`src/rtl/fspae_pkg.sv`:
```
// ----------------------------------------------------------------------------
// fspae_pkg: shared types and constants of the superpage address expander
// Holds the channel payloads, sequencer states, divider handshake structs,
// register indexes and dimension codes.
// ----------------------------------------------------------------------------
package fspae_pkg;

   localparam int unsigned SUPERPAGE_MAX  = 64;
   localparam int unsigned MASK_WIDTH     = 64;
   localparam int unsigned BLOCK_WIDTH    = 32;
   localparam int unsigned PAGE_WIDTH     = 16;
   localparam int unsigned COORD_WIDTH    = 6;
   localparam int unsigned COUNT_WIDTH    = 7;
   localparam int unsigned NUM_DIMS       = 4;
   localparam int unsigned CSR_IDX_WIDTH  = 3;
   localparam int unsigned CSR_DATA_WIDTH = 8;

   localparam logic [COUNT_WIDTH-1:0] COUNT_MAX = 7'd64;
   localparam logic [COUNT_WIDTH-1:0] LIMIT_MAX = COUNT_WIDTH'(SUPERPAGE_MAX);
   localparam logic [CSR_DATA_WIDTH-1:0] ORDER_MASK = 8'hFF;

   // dimension codes
   localparam logic [1:0] DIM_CHANNEL = 2'd0;
   localparam logic [1:0] DIM_PACKAGE = 2'd1;
   localparam logic [1:0] DIM_DIE     = 2'd2;
   localparam logic [1:0] DIM_PLANE   = 2'd3;

   // register indexes
   localparam logic [CSR_IDX_WIDTH-1:0] CSR_ALLOC_ORDER     = 3'd0;
   localparam logic [CSR_IDX_WIDTH-1:0] CSR_SUPERBLOCK_MASK = 3'd1;
   localparam logic [CSR_IDX_WIDTH-1:0] CSR_MULTIPLANE      = 3'd2;
   localparam logic [CSR_IDX_WIDTH-1:0] CSR_USE_IO_MASK     = 3'd3;
   localparam logic [CSR_IDX_WIDTH-1:0] CSR_CHANNEL_COUNT   = 3'd4;
   localparam logic [CSR_IDX_WIDTH-1:0] CSR_PACKAGE_COUNT   = 3'd5;
   localparam logic [CSR_IDX_WIDTH-1:0] CSR_DIE_COUNT       = 3'd6;
   localparam logic [CSR_IDX_WIDTH-1:0] CSR_PLANE_COUNT     = 3'd7;

   typedef struct packed {
      logic [BLOCK_WIDTH-1:0] block_index;
      logic [PAGE_WIDTH-1:0]  page_index;
      logic [MASK_WIDTH-1:0]  page_mask;
   } req_payload_type;

   typedef struct packed {
      logic [COORD_WIDTH-1:0] channel;
      logic [COORD_WIDTH-1:0] package_res;
      logic [COORD_WIDTH-1:0] die;
      logic [COORD_WIDTH-1:0] plane;
      logic [BLOCK_WIDTH-1:0] block;
      logic [PAGE_WIDTH-1:0]  page;
      logic                   last;
   } rsp_payload_type;

   typedef enum logic [2:0] {
      ST_IDLE,
      ST_SLOT,
      ST_DIV,
      ST_TRIM,
      ST_ENUM
   } state_type;

   typedef struct packed {
      logic                   start;
      logic [BLOCK_WIDTH-1:0] dividend;
      logic [COUNT_WIDTH-1:0] divisor;
   } div_ctrl_type;

   typedef struct packed {
      logic                   busy;
      logic                   done;
      logic [BLOCK_WIDTH-1:0] quotient;
      logic [COORD_WIDTH-1:0] remainder;
   } div_status_type;

   // zero acts as one, anything above the range as the maximum
   function automatic logic [COUNT_WIDTH-1:0] clamp_count(input logic [COUNT_WIDTH-1:0] c);
      logic [COUNT_WIDTH-1:0] r;
      r = c;
      if (c == '0) begin
         r = COUNT_WIDTH'(1);
      end else if (c > COUNT_MAX) begin
         r = COUNT_MAX;
      end
      return r;
   endfunction

endpackage

```
`src/rtl/fspae_req_if.sv`:
```
// ----------------------------------------------------------------------------
// fspae_req_if: request channel
// Valid/ready channel that carries one block/page/mask request.
// ----------------------------------------------------------------------------
interface fspae_req_if;
   logic                       valid;
   logic                       ready;
   fspae_pkg::req_payload_type payload;

   modport source (output valid, output payload, input ready);
   modport sink   (input valid, input payload, output ready);
endinterface

```
`src/rtl/fspae_rsp_if.sv`:
```
// ----------------------------------------------------------------------------
// fspae_rsp_if: response channel
// Valid/ready channel that carries one physical page address.
// ----------------------------------------------------------------------------
interface fspae_rsp_if;
   logic                       valid;
   logic                       ready;
   fspae_pkg::rsp_payload_type payload;

   modport source (output valid, output payload, input ready);
   modport sink   (input valid, input payload, output ready);
endinterface

```
`src/rtl/flash_superpage_address_expander_top.sv`:
```
// ----------------------------------------------------------------------------
// flash_superpage_address_expander_top: superpage address expander
// Splits a block index into channel/package/die/plane, enumerates superblock
// dimensions and emits one physical address per selected superpage position.
// ----------------------------------------------------------------------------
// sequence: the order slots in turn, a division in the shared bit-serial divider
//   per divided dimension, a trim step, one step per mask position up to the
//   last selected one, then back to idle (rsp stalls hold the enumeration)
// requests: one at a time; a new request is taken only while idle
// reset: synchronous, active high; control and configuration registers return
//   to their reset values and the sequencer goes idle with no pending transfer
module flash_superpage_address_expander_top (
   input  logic                                    clock,
   input  logic                                    reset,
   fspae_req_if.sink                               req_chan,
   fspae_rsp_if.source                             rsp_chan,
   input  logic                                    csr_write_enable,
   input  logic [fspae_pkg::CSR_IDX_WIDTH-1:0]     csr_index,
   input  logic [fspae_pkg::CSR_DATA_WIDTH-1:0]    csr_write_data
);

   localparam int unsigned CW = fspae_pkg::COORD_WIDTH;
   localparam int unsigned NW = fspae_pkg::COUNT_WIDTH;
   localparam int unsigned MW = fspae_pkg::MASK_WIDTH;
   localparam int unsigned ND = fspae_pkg::NUM_DIMS;

   // configuration
   logic [7:0]            alloc_order_ff;
   logic [ND-1:0]         superblock_mask_ff;
   logic                  multiplane_ff;
   logic                  use_io_mask_ff;
   logic [NW-1:0]         count_ff [ND];

   // sequencer and work registers
   fspae_pkg::state_type              state_ff, state_in;
   logic [1:0]                        slot_ff, slot_in;
   logic [fspae_pkg::BLOCK_WIDTH-1:0] rem_ff, rem_in;
   logic [fspae_pkg::PAGE_WIDTH-1:0]  page_ff, page_in;
   logic [MW-1:0]                     mask_ff, mask_in;
   logic [CW-1:0]                     coord_ff [ND];
   logic [CW-1:0]                     coord_in [ND];
   logic [1:0]                        en_dim_ff [ND];
   logic [1:0]                        en_dim_in [ND];
   logic [NW-1:0]                     en_cnt_ff [ND];
   logic [NW-1:0]                     en_cnt_in [ND];
   logic [2:0]                        n_en_ff, n_en_in;
   logic [NW-1:0]                     prod_ff, prod_in;
   logic [CW-1:0]                     digit_ff [ND];
   logic [CW-1:0]                     digit_in [ND];

   // output register
   logic                         rsp_valid_ff, rsp_valid_in;
   fspae_pkg::rsp_payload_type   rsp_data_ff, rsp_data_in;

   fspae_pkg::div_ctrl_type      div_ctrl;
   fspae_pkg::div_status_type    div_status;

   logic [1:0]          slot_dim;
   logic [NW-1:0]       slot_cnt;
   logic [2*NW-1:0]     prod_wide;
   logic [CW-1:0]       cur_coord [ND];
   logic                carry;
   logic                out_free;
   logic                req_xfer;

   fspae_divider u_divider (
      .clock  (clock),
      .reset  (reset),
      .ctrl   (div_ctrl),
      .status (div_status)
   );

   assign req_chan.ready   = (state_ff == fspae_pkg::ST_IDLE);
   assign req_xfer         = req_chan.valid && (state_ff == fspae_pkg::ST_IDLE);
   assign rsp_chan.valid   = rsp_valid_ff;
   assign rsp_chan.payload = rsp_data_ff;
   assign out_free         = !rsp_valid_ff || rsp_chan.ready;

   // configuration writes
   always_ff @(posedge clock) begin
      if (reset) begin
         alloc_order_ff     <= 8'd228;
         superblock_mask_ff <= '0;
         multiplane_ff      <= 1'b0;
         use_io_mask_ff     <= 1'b0;
         count_ff[0]        <= NW'(8);
         count_ff[1]        <= NW'(4);
         count_ff[2]        <= NW'(2);
         count_ff[3]        <= NW'(2);
      end else if (csr_write_enable) begin
         case (csr_index)
            fspae_pkg::CSR_ALLOC_ORDER: begin
               alloc_order_ff <= csr_write_data & fspae_pkg::ORDER_MASK;
            end
            fspae_pkg::CSR_SUPERBLOCK_MASK: begin
               superblock_mask_ff <= csr_write_data[ND-1:0];
            end
            fspae_pkg::CSR_MULTIPLANE: begin
               multiplane_ff <= csr_write_data[0];
            end
            fspae_pkg::CSR_USE_IO_MASK: begin
               use_io_mask_ff <= csr_write_data[0];
            end
            fspae_pkg::CSR_CHANNEL_COUNT: begin
               count_ff[fspae_pkg::DIM_CHANNEL] <= csr_write_data[NW-1:0];
            end
            fspae_pkg::CSR_PACKAGE_COUNT: begin
               count_ff[fspae_pkg::DIM_PACKAGE] <= csr_write_data[NW-1:0];
            end
            fspae_pkg::CSR_DIE_COUNT: begin
               count_ff[fspae_pkg::DIM_DIE] <= csr_write_data[NW-1:0];
            end
            fspae_pkg::CSR_PLANE_COUNT: begin
               count_ff[fspae_pkg::DIM_PLANE] <= csr_write_data[NW-1:0];
            end
            default: begin
            end
         endcase
      end
   end

   always_comb begin
      slot_dim  = alloc_order_ff[2*slot_ff +: 2];
      slot_cnt  = fspae_pkg::clamp_count(count_ff[slot_dim]);
      prod_wide = (2*NW)'(prod_ff) * (2*NW)'(slot_cnt);

      // coordinates of the current enumeration position; later slots win
      for (int d = 0; d < ND; d++) begin
         cur_coord[d] = coord_ff[d];
      end
      for (int i = 0; i < ND; i++) begin
         if (3'(i) < n_en_ff) begin
            cur_coord[en_dim_ff[i]] = digit_ff[i];
         end
      end

      state_in     = state_ff;
      slot_in      = slot_ff;
      rem_in       = rem_ff;
      page_in      = page_ff;
      mask_in      = mask_ff;
      n_en_in      = n_en_ff;
      prod_in      = prod_ff;
      rsp_valid_in = rsp_valid_ff && !rsp_chan.ready;
      rsp_data_in  = rsp_data_ff;
      for (int d = 0; d < ND; d++) begin
         coord_in[d]  = coord_ff[d];
         en_dim_in[d] = en_dim_ff[d];
         en_cnt_in[d] = en_cnt_ff[d];
         digit_in[d]  = digit_ff[d];
      end
      div_ctrl.start    = 1'b0;
      div_ctrl.dividend = rem_ff;
      div_ctrl.divisor  = slot_cnt;

      // mixed-radix increment, first enumerated slot fastest
      carry = 1'b1;
      for (int i = 0; i < ND; i++) begin
         if (carry) begin
            if (NW'(digit_ff[i]) + NW'(1) == en_cnt_ff[i]) begin
               digit_in[i] = '0;
            end else begin
               digit_in[i] = digit_ff[i] + CW'(1);
               carry       = 1'b0;
            end
         end
      end
      // the increment only takes effect on a position step
      if (state_ff != fspae_pkg::ST_ENUM) begin
         for (int d = 0; d < ND; d++) begin
            digit_in[d] = digit_ff[d];
         end
      end

      case (state_ff)
         fspae_pkg::ST_IDLE: begin
            if (req_xfer) begin
               rem_in  = req_chan.payload.block_index;
               page_in = req_chan.payload.page_index;
               mask_in = use_io_mask_ff ? req_chan.payload.page_mask : '1;
               n_en_in = '0;
               prod_in = NW'(1);
               slot_in = '0;
               for (int d = 0; d < ND; d++) begin
                  coord_in[d] = '0;
                  digit_in[d] = '0;
               end
               state_in = fspae_pkg::ST_SLOT;
            end
         end
         fspae_pkg::ST_SLOT: begin
            if (slot_dim == fspae_pkg::DIM_PLANE && multiplane_ff) begin
               slot_in  = slot_ff + 2'd1;
               state_in = (slot_ff == 2'd3) ? fspae_pkg::ST_TRIM : fspae_pkg::ST_SLOT;
            end else if (superblock_mask_ff[slot_dim]) begin
               en_dim_in[n_en_ff[1:0]] = slot_dim;
               en_cnt_in[n_en_ff[1:0]] = slot_cnt;
               n_en_in  = n_en_ff + 3'd1;
               prod_in  = (prod_wide > (2*NW)'(fspae_pkg::LIMIT_MAX)) ?
                          fspae_pkg::LIMIT_MAX : prod_wide[NW-1:0];
               slot_in  = slot_ff + 2'd1;
               state_in = (slot_ff == 2'd3) ? fspae_pkg::ST_TRIM : fspae_pkg::ST_SLOT;
            end else begin
               div_ctrl.start = 1'b1;
               state_in       = fspae_pkg::ST_DIV;
            end
         end
         fspae_pkg::ST_DIV: begin
            if (div_status.done) begin
               coord_in[slot_dim] = div_status.remainder;
               rem_in   = div_status.quotient;
               slot_in  = slot_ff + 2'd1;
               state_in = (slot_ff == 2'd3) ? fspae_pkg::ST_TRIM : fspae_pkg::ST_SLOT;
            end
         end
         fspae_pkg::ST_TRIM: begin
            // drop positions at or beyond the enumeration size
            for (int i = 0; i < MW; i++) begin
               mask_in[i] = mask_ff[i] && (NW'(i) < prod_ff);
            end
            state_in = fspae_pkg::ST_ENUM;
         end
         fspae_pkg::ST_ENUM: begin
            if (mask_ff == '0) begin
               state_in = fspae_pkg::ST_IDLE;
            end else if (!mask_ff[0]) begin
               mask_in = {1'b0, mask_ff[MW-1:1]};
            end else if (out_free) begin
               rsp_valid_in            = 1'b1;
               rsp_data_in.channel     = cur_coord[fspae_pkg::DIM_CHANNEL];
               rsp_data_in.package_res = cur_coord[fspae_pkg::DIM_PACKAGE];
               rsp_data_in.die         = cur_coord[fspae_pkg::DIM_DIE];
               rsp_data_in.plane       = cur_coord[fspae_pkg::DIM_PLANE];
               rsp_data_in.block       = rem_ff;
               rsp_data_in.page        = page_ff;
               rsp_data_in.last        = (mask_ff[MW-1:1] == '0);
               mask_in                 = {1'b0, mask_ff[MW-1:1]};
            end else begin
               // hold the position while the output register is full
               for (int d = 0; d < ND; d++) begin
                  digit_in[d] = digit_ff[d];
               end
            end
         end
         default: begin
            state_in = fspae_pkg::ST_IDLE;
         end
      endcase
   end

   always_ff @(posedge clock) begin
      if (reset) begin
         state_ff     <= fspae_pkg::ST_IDLE;
         rsp_valid_ff <= 1'b0;
         slot_ff      <= '0;
         n_en_ff      <= '0;
      end else begin
         state_ff     <= state_in;
         rsp_valid_ff <= rsp_valid_in;
         slot_ff      <= slot_in;
         n_en_ff      <= n_en_in;
      end
   end

   always_ff @(posedge clock) begin
      rem_ff      <= rem_in;
      page_ff     <= page_in;
      mask_ff     <= mask_in;
      prod_ff     <= prod_in;
      rsp_data_ff <= rsp_data_in;
      for (int d = 0; d < ND; d++) begin
         coord_ff[d]  <= coord_in[d];
         en_dim_ff[d] <= en_dim_in[d];
         en_cnt_ff[d] <= en_cnt_in[d];
         digit_ff[d]  <= digit_in[d];
      end
   end

endmodule

```
`src/rtl/fspae_divider.sv`:
```
// ----------------------------------------------------------------------------
// fspae_divider: bit-serial block index divider
// Restoring division of the 32-bit block index by a count of 1 to 64,
// one quotient bit per cycle.
// ----------------------------------------------------------------------------
module fspae_divider (
   input  logic                       clock,
   input  logic                       reset,
   input  fspae_pkg::div_ctrl_type    ctrl,
   output fspae_pkg::div_status_type  status
);

   localparam int unsigned STEP_WIDTH = $clog2(fspae_pkg::BLOCK_WIDTH + 1);
   localparam logic [STEP_WIDTH-1:0] STEP_COUNT = STEP_WIDTH'(fspae_pkg::BLOCK_WIDTH);

   logic                                  busy_ff, busy_in;
   logic                                  done_ff, done_in;
   logic [STEP_WIDTH-1:0]                 step_ff, step_in;
   logic [fspae_pkg::COORD_WIDTH-1:0]     rem_ff, rem_in;
   logic [fspae_pkg::BLOCK_WIDTH-1:0]     quo_ff, quo_in;
   logic [fspae_pkg::COUNT_WIDTH-1:0]     divisor_ff, divisor_in;

   logic [fspae_pkg::COUNT_WIDTH-1:0]     shifted;
   logic [fspae_pkg::COUNT_WIDTH-1:0]     diff;
   logic                                  fits;

   always_comb begin
      shifted    = {rem_ff, quo_ff[fspae_pkg::BLOCK_WIDTH-1]};
      fits       = (shifted >= divisor_ff);
      diff       = shifted - divisor_ff;
      busy_in    = busy_ff;
      done_in    = 1'b0;
      step_in    = step_ff;
      rem_in     = rem_ff;
      quo_in     = quo_ff;
      divisor_in = divisor_ff;
      if (ctrl.start) begin
         busy_in    = 1'b1;
         step_in    = STEP_COUNT;
         rem_in     = '0;
         quo_in     = ctrl.dividend;
         divisor_in = ctrl.divisor;
      end else if (busy_ff) begin
         // partial remainder stays below the divisor, so six bits hold it
         rem_in  = fits ? diff[fspae_pkg::COORD_WIDTH-1:0]
                        : shifted[fspae_pkg::COORD_WIDTH-1:0];
         quo_in  = {quo_ff[fspae_pkg::BLOCK_WIDTH-2:0], fits};
         step_in = step_ff - STEP_WIDTH'(1);
         if (step_ff == STEP_WIDTH'(1)) begin
            busy_in = 1'b0;
            done_in = 1'b1;
         end
      end
   end

   always_ff @(posedge clock) begin
      if (reset) begin
         busy_ff <= 1'b0;
         done_ff <= 1'b0;
         step_ff <= '0;
      end else begin
         busy_ff <= busy_in;
         done_ff <= done_in;
         step_ff <= step_in;
      end
   end

   always_ff @(posedge clock) begin
      rem_ff     <= rem_in;
      quo_ff     <= quo_in;
      divisor_ff <= divisor_in;
   end

   assign status.busy      = busy_ff;
   assign status.done      = done_ff;
   assign status.quotient  = quo_ff;
   assign status.remainder = rem_ff;

endmodule
```
`src/flat_wrapper.sv`:
```
// flat-port wrapper written by rule: the top's interface ports become plain ports
module flash_superpage_address_expander_top_flat 
  (clock, reset, csr_write_enable, csr_index, csr_write_data, req_chan_valid, req_chan_payload, req_chan_ready, rsp_chan_valid, rsp_chan_payload, rsp_chan_ready);
  fspae_req_if req_chan_i ();
  fspae_rsp_if rsp_chan_i ();
  input  logic clock;
  input  logic reset;
  input  logic csr_write_enable;
  input  logic [fspae_pkg::CSR_IDX_WIDTH-1:0] csr_index;
  input  logic [fspae_pkg::CSR_DATA_WIDTH-1:0] csr_write_data;
  input wire logic [$bits(req_chan_i.valid)-1:0] req_chan_valid;
  input wire logic [$bits(req_chan_i.payload)-1:0] req_chan_payload;
  output wire logic [$bits(req_chan_i.ready)-1:0] req_chan_ready;
  output wire logic [$bits(rsp_chan_i.valid)-1:0] rsp_chan_valid;
  output wire logic [$bits(rsp_chan_i.payload)-1:0] rsp_chan_payload;
  input wire logic [$bits(rsp_chan_i.ready)-1:0] rsp_chan_ready;
  assign req_chan_i.valid = req_chan_valid;
  assign req_chan_i.payload = req_chan_payload;
  assign req_chan_ready = req_chan_i.ready;
  assign rsp_chan_valid = rsp_chan_i.valid;
  assign rsp_chan_payload = rsp_chan_i.payload;
  assign rsp_chan_i.ready = rsp_chan_ready;
  flash_superpage_address_expander_top u_core (.clock(clock), .reset(reset), .req_chan(req_chan_i), .rsp_chan(rsp_chan_i), .csr_write_enable(csr_write_enable), .csr_index(csr_index), .csr_write_data(csr_write_data));
endmodule
```
`config.mk`:
```
export PLATFORM = sky130hd
export DESIGN_NAME = flash_superpage_address_expander_top_flat
export DESIGN_NICKNAME = d
export VERILOG_FILES = /design/src/rtl/fspae_pkg.sv /design/src/rtl/fspae_req_if.sv /design/src/rtl/fspae_rsp_if.sv /design/src/rtl/flash_superpage_address_expander_top.sv /design/src/rtl/fspae_divider.sv /design/src/flat_wrapper.sv
export SDC_FILE = /design/constraint.sdc
export NUM_CORES = 1
export LEC_CHECK = 0
export ABC_AREA = 1
export BUFFER_PORTS_ARGS = -buffer_cell sky130_fd_sc_hd__buf_2
export CORE_ASPECT_RATIO = 0.9
export CORE_UTILIZATION = 45
export CTS_BUF_LIST = sky130_fd_sc_hd__clkbuf_8
export DETAILED_ROUTE_END_ITERATION = 8
export MAX_ROUTING_LAYER = met4
export PLACE_DENSITY = 0.62
export SYNTH_ARGS = -nofsm -noshare
export SYNTH_HDL_FRONTEND = slang
export SYNTH_SLANG_ARGS = --single-unit
```
`constraint.sdc`:
```
create_clock -name clock -period 11.4 [get_ports clock]
set_clock_uncertainty 0.2 [all_clocks]
set_input_delay 0.57 -clock clock [delete_from_list [all_inputs] [get_ports clock]]
set_output_delay 0.57 -clock clock [all_outputs]
set_load 0.01 [all_outputs]
```
==> impl_summary.log <==
[metrics] number of core rows: between 70 and 80
[metrics] crit path launch type: flop
[metrics] minimum clock period after layout: between 6 and 7 ns
[metrics] worst setup path category: reg -> reg
[metrics] power density relative to cell area: roughly 160 nW/um^2
[metrics] largest stage delay on the critical path: around 0.57 ns
[metrics] Area Growth Syn to Fin: 16.65%
[metrics] post-detailed-placement half-perimeter wirelength: slightly below 40000 um
[metrics] count of input and output buffers: 202
[metrics] CP Data Arrival Time: about 7.3 ns
[metrics] max-cap violations: 0
[metrics] critical register-to-register path startpoint: u_core.slot_ff[0]
[metrics] H-tree level count: 3
[metrics] Mapped Nets: 2276
[metrics] capture instance of the worst register-to-register path: u_core.prod_ff[4]
[metrics] number of routed nets with antenna violations: 0
[metrics] detailed-route DRC error count: 0
[metrics] Worst path slowest cell: sky130_fd_sc_hd__fa_1
[metrics] Top FF cell, synth: sky130_fd_sc_hd__edfxtp_1
[metrics] Synth area leaders: sky130_fd_sc_hd__edfxtp_1, sky130_fd_sc_hd__nand2_1, sky130_fd_sc_hd__o21ai_0, sky130_fd_sc_hd__inv_1, sky130_fd_sc_hd__dfxtp_1
[metrics] Skew-Pair Late Insertion Delay: around 0.66 ns
[metrics] initial antenna violation count: 2
[metrics] Num CTS Buffers: 66
[metrics] count of state elements after synthesis: 380
[metrics] number of warning messages in the yosys log: 0
[metrics] most common cell in the synthesized netlist: sky130_fd_sc_hd__nand2_1
[metrics] global-route usage over all layers: roughly 25%
[metrics] sequential share of the synthesized area: 55.42%
[metrics] EDFF count, synth: ~340
[metrics] Worst EP required: about 12 ns
[metrics] sum of overflow across all layers after global routing: 0
[metrics] Gate Count Post-Synth: between 2000 and 2500
[metrics] number of setup violations in the final report: 0
[metrics] starting density of the core: 45.97%
[metrics] dominant delay contributor by cell family on the critical path: adder cells
[metrics] final number of max-transition violations: 0
[metrics] library cell occupying the most area in the post-synthesis netlist: sky130_fd_sc_hd__edfxtp_1
[metrics] portion of synthesized cell area occupied by the leading cell type: 51.71%
[metrics] fin worst setup slack: between 4 and 5 ns
[metrics] pin count of the biggest net entering global routing: 80
[metrics] most frequent CP cell: sky130_fd_sc_hd__nand2_1
[metrics] fin crit share: about three fifths
[metrics] total iterations of the first detailed-routing run: 6
[metrics] unrepaired setup endpoints after global routing: false
[metrics] kind of end point of the critical path: flop
[metrics] global-route wire length before repair: between 80000 and 90000 um
[metrics] Final Hold Viols: 0
[metrics] die boundary height: slightly above 200 um
[metrics] wire length reported by the detailed router: between 50000 and 60000 um
[metrics] highest net fanout along the worst path: 14
[metrics] number of I/O pins: roughly 200
[metrics] iteration-0 DRC count of the detailed router: about 1500
[metrics] Vias/cell: between 5 and 6
[metrics] pre-CTS WS: 4.501 ns
[metrics] Max IR drop VDD: roughly 84 uV
[metrics] total negative slack: 0 ns
[metrics] worst hold path endpoint: u_core.rem_ff[26]
[metrics] result of the run: finished, final reports clean
[metrics] deepest clock path buffer count: 3
[metrics] Hold Crit Start: req_chan_payload[106]
[metrics] Post-layout nets: roughly 2500
[metrics] tightest slew margin relative to the limit: approximately 28%
[metrics] static leakage: 9.075 nW
[metrics] TritonCTS clock tree: yes
[metrics] number of distinct library cells after synthesis: 57
[metrics] Die X: 223.8 um
[metrics] vias after detailed routing: 15970
[metrics] async set or reset register ratio after synthesis: 0%
[metrics] top post-synthesis cells by count: sky130_fd_sc_hd__nand2_1, sky130_fd_sc_hd__edfxtp_1, sky130_fd_sc_hd__inv_1
[metrics] worst setup slack for register-to-register paths: ~4.4 ns
[metrics] clock slew at the register clock pins of the worst setup and hold paths: 0.06 ns
[metrics] post-CTS setup buffers: 0
[metrics] number of global-route vias before repair: ~16000
[metrics] post-synthesis area per instance: 9.609 um^2
[metrics] transition time at the pin with the least slew margin: around 1.1 ns
[metrics] share of cells above drive strength 1: 16.05%
[metrics] Hold Path Cell Cnt: 3
[metrics] Buffers & Inverters on Critical Path: 7
[metrics] Total Die Area: about 45000 um^2
[metrics] FMAX: between 100 and 150 MHz
[metrics] Core Box Area: between 40000 and 50000 um^2
[metrics] CTS sink cnt: between 300 and 400
[metrics] clk root buf: sky130_fd_sc_hd__clkbuf_8
[metrics] gpl congestion: 0.9188
[metrics] cell area after synthesis: around 20000 um^2
[metrics] class of the most critical hold timing path: in -> reg
[metrics] FF-to-FF path depth: 33
[metrics] Avg WL per Cell: roughly 18 um
## kinds of logic (layout without fill, tap and decap cells)
group / Yosys count / in the layout / synth area share [%]
simple gates: 802 / 802 / 18.00
compound gates: 450 / 450 / 12.49
flops: 380 / 380 / 55.42
buf+inv: 321 / 628 / 6.381
fa+ha+maj: 75 / 75 / 5.653
xor+xnor: 45 / 45 / 2.054
other cells: 0 / 2 / 0
## cell usage in the layout, fill, tap and decap left out, types with 7 or more instances in the layout
cell type / count
sky130_fd_sc_hd__nor2_2: 9
sky130_fd_sc_hd__nand2_2: 8
sky130_fd_sc_hd__o21ai_0: 236
sky130_fd_sc_hd__xnor2_1: 19
sky130_fd_sc_hd__clkinv_1: 14
sky130_fd_sc_hd__nor2_4: 7
sky130_fd_sc_hd__o211ai_1: 60
sky130_fd_sc_hd__fa_1: 25
sky130_fd_sc_hd__nand3_1: 115
sky130_fd_sc_hd__or2_2: 18
sky130_fd_sc_hd__edfxtp_1: 343
sky130_fd_sc_hd__ha_1: 50
sky130_fd_sc_hd__dlygate4sd3_1: 45
sky130_fd_sc_hd__nor2_1: 150
sky130_fd_sc_hd__xor2_1: 24
sky130_fd_sc_hd__nand4_1: 21
sky130_fd_sc_hd__nor3_1: 26
sky130_fd_sc_hd__nor4_1: 11
sky130_fd_sc_hd__buf_4: 10
sky130_fd_sc_hd__clkbuf_8: 71
sky130_fd_sc_hd__a21oi_1: 105
sky130_fd_sc_hd__o22ai_1: 27
sky130_fd_sc_hd__dfxtp_1: 37
sky130_fd_sc_hd__inv_2: 8
sky130_fd_sc_hd__inv_1: 256
sky130_fd_sc_hd__nand2_1: 406
sky130_fd_sc_hd__buf_2: 202
## worst min-delay path, delay by kind of cell
kind,cells,cell delay [ns]
buffers and inverters,1,0.09
AO/OA/AOI/OAI,1,0.06
AND/OR/NAND/NOR,1,0.05
## flip-flops by register name, indices dropped and copies added, names as in the netlist, 2 cells and up
signal / count
u_core.rsp_chan.payload: 73
u_core.mask_ff: 64
u_core.rem_ff: 32
u_core.u_divider.quo_ff: 32
u_core.count_ff: 28
u_core.en_cnt_ff: 28
u_core.coord_ff: 24
u_core.digit_ff: 24
u_core.page_ff: 16
u_core.alloc_order_ff: 8
u_core.en_dim_ff: 8
u_core.prod_ff: 7
u_core.u_divider.divisor_ff: 7
u_core.u_divider.rem_ff: 6
u_core.u_divider.step_ff: 6
u_core.superblock_mask_ff: 4
u_core.n_en_ff: 3
u_core.state_ff: 3
u_core.slot_ff: 2
## metal layers
layer  up-vias  track usage [%]  routed length, um
li1       7671                -                  -
met1      7586            34.77              25090
met2       600            37.23              24240
met3       111            4.790               3836
met4         0            9.051               1610
met5         -                -                  0
## repair_timing
action	CTS	global route
endpoints found under the hold margin	45	0
resized for setup	0	0
hold buffers	45	0
## how the worst max path moves through the flow
| stage | from | endpoint | depth (start not counted) |
|---|---|---|---|
| 5_1_grt | u_core.slot_ff[0] | u_core.prod_ff[4] | 33 |
| 3_3_place_gp | u_core.slot_ff[0] | u_core.prod_ff[6] | 34 |
| 4_1_cts | u_core.slot_ff[0] | u_core.prod_ff[4] | 33 |
| 2_1_floorplan | u_core.state_ff[2] | u_core.rsp_chan.payload[0] | 4 |
| 6_report | u_core.slot_ff[0] | u_core.prod_ff[4] | 33 |
| 3_5_place_dp | u_core.slot_ff[0] | u_core.prod_ff[4] | 33 |
## through the flow
stage | area, um^2 | power (W) | hold slack [ns] | utilization, % | cells
finish | 23240 | 0.003606 | 0.04110 | 53.63 | 2974
global route | 23240 | 0.003790 | 0.03383 | 53.63 | 2974
CTS | 23230 | 0.003631 | 0.003214 | 53.62 | 2972
detailed placement | 21480 | 0.002370 | 0.2045 | 49.57 | 2808
global placement | 21480 | 0.002358 | 0.2001 | 49.57 | 2808
floorplan | 19920 | 0.002173 | 0.2003 | - | 2073
## cell type report
type	instances	area, um^2
Fill cell	3897	20090
Sequential cell	380	11040
Multi-Input combinational cell	1372	7657
Timing Repair Buffer	257	1536
Clock buffer	71	977.2
Inverter	252	955.9
Tap cell	592	740.7
Clock inverter	48	324.1
Antenna cell	2	5.005
## where the power goes
group | switching, W | internal [W] | leakage, nW
combinational | 0.000455 | 0.000233 | 4.92
sequential | 0.0000481 | 0.00162 | 3.44
clock | 0.000593 | 0.000653 | 0.712
total | 0.00110 | 0.00251 | 9.08
(Power assumes the default switching activity.)
